==> src/sv/rqct_pkg.sv <==
// shared types and constants of the resource quota counter table
package rqct_pkg;

	localparam int USAGE_W = 40;
	localparam int THR_W   = 32;
	localparam int FAIL_W  = 32;
	localparam int AMT_W   = 32;
	localparam int RES_W   = 5;
	// wide enough to compare an entry index against a table of up to 256 entries
	localparam int CNT_CMP_W = 9;

	localparam logic [THR_W-1:0]   THRESH_RESET = 32'd2147483647;
	localparam logic [USAGE_W-1:0] USAGE_MAX    = '1;

	// action codes; unlisted codes behave as read
	localparam logic [2:0] ACT_CHARGE      = 3'd0;
	localparam logic [2:0] ACT_UNCHARGE    = 3'd1;
	localparam logic [2:0] ACT_READ        = 3'd2;
	localparam logic [2:0] ACT_SET_BARRIER = 3'd3;
	localparam logic [2:0] ACT_SET_LIMIT   = 3'd4;

	// charge severity codes; the unused code is checked like hard
	localparam logic [1:0] SEV_HARD  = 2'd0;
	localparam logic [1:0] SEV_SOFT  = 2'd1;
	localparam logic [1:0] SEV_FORCE = 2'd2;

	typedef enum logic [2:0] {
		ST_OK           = 3'd0,
		ST_INVALID      = 3'd1,
		ST_OVER_BARRIER = 3'd2,
		ST_OVER_LIMIT   = 3'd3,
		ST_CLAMPED      = 3'd4
	} status_t;

	typedef struct packed {
		logic [USAGE_W-1:0] usage;
		logic [USAGE_W-1:0] peak;
		logic [THR_W-1:0]   barrier;
		logic [THR_W-1:0]   hard;
		logic [FAIL_W-1:0]  fails;
	} entry_t;

	localparam entry_t ENTRY_RESET = '{
		usage:   '0,
		peak:    '0,
		barrier: THRESH_RESET,
		hard:    THRESH_RESET,
		fails:   '0
	};

	typedef struct packed {
		logic [2:0]       action;
		logic [AMT_W-1:0] amount;
		logic [1:0]       severity;
		logic             test_only;
	} req_t;

	// config register indexes
	localparam logic REG_MAX_VALUE = 1'b0;

endpackage

==> src/sv/rqct_alu.sv <==
// update logic for one entry: charge, uncharge, set and read
module rqct_alu (
	input  rqct_pkg::req_t     req,
	input  rqct_pkg::entry_t   cur,
	input  logic [31:0]        max_value,
	output rqct_pkg::entry_t   nxt,
	output rqct_pkg::status_t  status
);
	import rqct_pkg::*;

	logic [USAGE_W:0]   sum;
	logic [USAGE_W-1:0] sat;
	logic [USAGE_W-1:0] amt_ext;
	logic               over_soft;
	logic               over_hard;
	logic               too_big;

	assign amt_ext   = USAGE_W'(req.amount);
	assign sum       = {1'b0, cur.usage} + {1'b0, amt_ext};
	assign sat       = sum[USAGE_W] ? USAGE_MAX : sum[USAGE_W-1:0];
	assign over_soft = sum > (USAGE_W+1)'(cur.barrier);
	assign over_hard = sum > (USAGE_W+1)'(cur.hard);
	assign too_big   = req.amount > max_value;

	always_comb begin
		nxt    = cur;
		status = ST_OK;
		case (req.action)
			ACT_CHARGE: begin
				if (too_big) begin
					status = ST_INVALID;
				end else begin
					if (req.severity != SEV_FORCE) begin
						if (req.severity != SEV_SOFT && over_soft) begin
							status = ST_OVER_BARRIER;
						end else if (over_hard) begin
							status = ST_OVER_LIMIT;
						end
					end
					if (status != ST_OK) begin
						if (!req.test_only) begin
							nxt.fails = cur.fails + 1'b1;
						end
					end else begin
						nxt.usage = sat;
						if (sat > cur.peak) begin
							nxt.peak = sat;
						end
					end
				end
			end
			ACT_UNCHARGE: begin
				if (cur.usage < amt_ext) begin
					nxt.usage = '0;
					status    = ST_CLAMPED;
				end else begin
					nxt.usage = cur.usage - amt_ext;
				end
			end
			ACT_SET_BARRIER: begin
				if (too_big) begin
					status = ST_INVALID;
				end else begin
					nxt.barrier = req.amount;
				end
			end
			ACT_SET_LIMIT: begin
				if (too_big) begin
					status = ST_INVALID;
				end else begin
					nxt.hard = req.amount;
				end
			end
			default: begin
				// read and unused codes leave the entry as it is
				nxt = cur;
			end
		endcase
	end

endmodule

==> config.mk <==
export PLATFORM = sky130hd
export DESIGN_NAME = rqct_alu
export DESIGN_NICKNAME = d
export VERILOG_FILES = /design/src/sv/rqct_pkg.sv /design/src/sv/rqct_alu.sv
export SDC_FILE = /design/constraint.sdc
export NUM_CORES = 1
export LEC_CHECK = 0
export CELL_PAD_IN_SITES_DETAIL_PLACEMENT = 2
export CELL_PAD_IN_SITES_GLOBAL_PLACEMENT = 2
export CORE_ASPECT_RATIO = 0.9
export CORE_MARGIN = 4
export CORE_UTILIZATION = 30
export DETAILED_ROUTE_END_ITERATION = 8
export DONT_BUFFER_PORTS = 1
export PLACE_DENSITY = 0.84
export SYNTH_ARGS = -nofsm -noshare
export SYNTH_HDL_FRONTEND = slang
export SYNTH_SLANG_ARGS = --single-unit
==> constraint.sdc <==
create_clock -name vclk -period 23.3
set_input_delay 5.825 -clock vclk [all_inputs]
set_output_delay 5.825 -clock vclk [all_outputs]
set_load 0.01 [all_outputs]
==> key figures <==
CTS
  • PostCTS Resize Cnt: 0
  • Post-CTS Setup Bufs: 0
  • CTS Hold Bufs: 0

Global routing
  • Largest net degree at the start of global routing: 65
  • Initial antenna violation count: 1
  • Grt total ovfl: 0
  • Number of global-route vias before repair: 12,961
  • First-pass GRT wire length: 82.5 mm
  • GRT Total Usage: 0.276

Min path
  • Worst hold stages: 1
  • Hold WC Path Type: in -> out

Routing
  • DR vias: 11,931
  • Mean routed wirelength per cell: 28.9 µm
  • WL final: 57.2 mm
  • Residual DRC: 0
  • Router iterations before antenna repair: 5
  • ANT nets after route: 0
  • Drt initial violations: 822
  • Via density: 6.03

Layout
  • Design area: 10,900 µm²
  • Cell Count, Final, Fillers Out: 1,980
  • Clkbuf count: 0
  • Seq_cells: 0
  • Register area: 0 µm²
  • Ratio of cells with drive above 1 in the final layout: 0.0371
  • Fin nets: 1,962
  • Diodes inserted: 0
  • Syn-to-layout area delta: 2.21%

Floorplan
  • Core box area: 35,100 µm²
  • Die area: 38,600 µm²
  • Chip width: 207 µm
  • # rows: 65
  • Initial core utilization: 0.304
  • Die Span Y: 187 µm
  • IO Count: 425

Timing
  • Setup_tns: 0 ns
  • Period minus WS final: 18.91 ns
  • Peak Freq: 52.9 MHz
  • Final period util: 0.811
  • Pin slew with the least headroom to its limit: 1.08 ns
  • Hold Violations, Final: 0
  • Max Slew Vio Count: 0
  • RSZ-0062 raised after global routing: false
  • Rel. slew slack: 0.282
  • # setup viols final: 0
  • Setup ws final: 4.39 ns

Yosys
  • Yosys cell types: 86
  • Post-synth top area share: 0.236
  • Syn Nets: 2,022
  • Seq/Total Area, Yosys: 0
  • Syn Area/Cell: 6.78 µm²
  • Synth cell count leaders: ha_1 (201), inv_1 (199), nand2_1 (130), o21ai_0 (109), nor2_1 (108)
  • Biggest area consumer among synthesized cells: ha_1
  • Mapped Cells: 1,573
  • Number of synthesis warnings: 0
  • Synthesized area: 10,700 µm²
  • Top area cells in the synthesized netlist: ha_1 (24%), inv_1 (7.0%), o21ai_0 (5.1%)
  • Most numerous cell in the Yosys netlist: ha_1

Setup path
  • CP Class: in -> out
  • Crit-path max FO: 23
  • Setup crit end kind: output port
  • Worst EP arrival: 13.08 ns
  • Required @ worst endpoint: 17.48 ns
  • Startpoint type of the worst setup path: primary input

Placed design
  • Placed Area: 10,900 µm²
  • Post-Place Cells: 1,980
  • Final HPWL DP: 49.9 mm
  • IO Port Bufs: 0
  • Post-placement setup slack: 4.50 ns
  • GPL Wtd Cong: 0.942

Power and ir drop
  • Pwr dens: 32.9 nW/µm²
  • Tot Pwr: 0.000359 W
  • Leakage: 5.29 nW
  • Worst vdd ir: 0.00000995 V

Run
  • Max-cap violations: 0

Status
  • Status: completed
per-layer routing:
layer,vias up,track usage,share of wire
met3,92,0.0435,0.067
met5,-,0,0
met4,0,0.0938,0.043
met2,444,0.463,0.46
met1,5907,0.358,0.43
li1,5488,-,-
layout make-up:
type               instances  area, µm²
fillers                 4292      24200
multi-input cells       1291       9460
inverters                212        796
well taps                469        587
repair buffers             8       60.1
cell usage in the layout, fill, tap and decap left out, types with 34 or more instances in the layout:
cell,instances
nand2_1,130
nand2b_1,49
nor2_1,108
ha_1,201
a21o_1,41
a21oi_1,95
xor2_1,37
nand4_1,43
o21ai_0,109
xnor2_1,53
nor3_1,48
nand3_1,35
a221o_1,34
inv_1,199
mux2_1,35
worst max-delay path: stages:
cell and delay, ns:
inv_1 0.04, ha_1 0.43, nor2b_1 0.23, o211ai_1 0.19, a211oi_1 0.70, o21ai_0 0.37
or2_1 0.32, a31oi_1 0.30, a21oi_1 0.20, xnor2_1 0.37, ha_1 0.23, nand4_1 0.11
or3_1 0.39, nor3_1 0.29, nand2_1 0.12, or4_1 0.54, o21ai_1 0.09, a211oi_1 0.11
a21o_1 0.25, o31ai_4 0.36, and4_2 0.66, buf_4 0.49, mux2_1 0.43
worst paths after layout:
path	start	endpoint	slack, ns
worst min-delay path	cur[30]	nxt[30]	11.73
worst max-delay path	req[5]	nxt[120]	4.39
report_power, final:
group	total (W)	switching [W]	internal, W
Combinational	0.000359	0.000233	0.000126
Clock	0	0	0
Sequential	0	0	0
stage by stage:
stage           util  hold WS (ns)
5_1_grt        0.311         11.74
6_report       0.311         11.73
3_3_place_gp   0.311         11.74
3_5_place_dp   0.311         11.73
2_1_floorplan      -         11.73
4_1_cts        0.311         11.73
cells by family after synthesis:
family,share of synthesized area
simple gates,0.262
compound gates,0.266
buf+inv,0.115
fa+ha+maj,0.240
xor+xnor,0.0739
mux,0.0436
(Power assumes the default switching activity.)
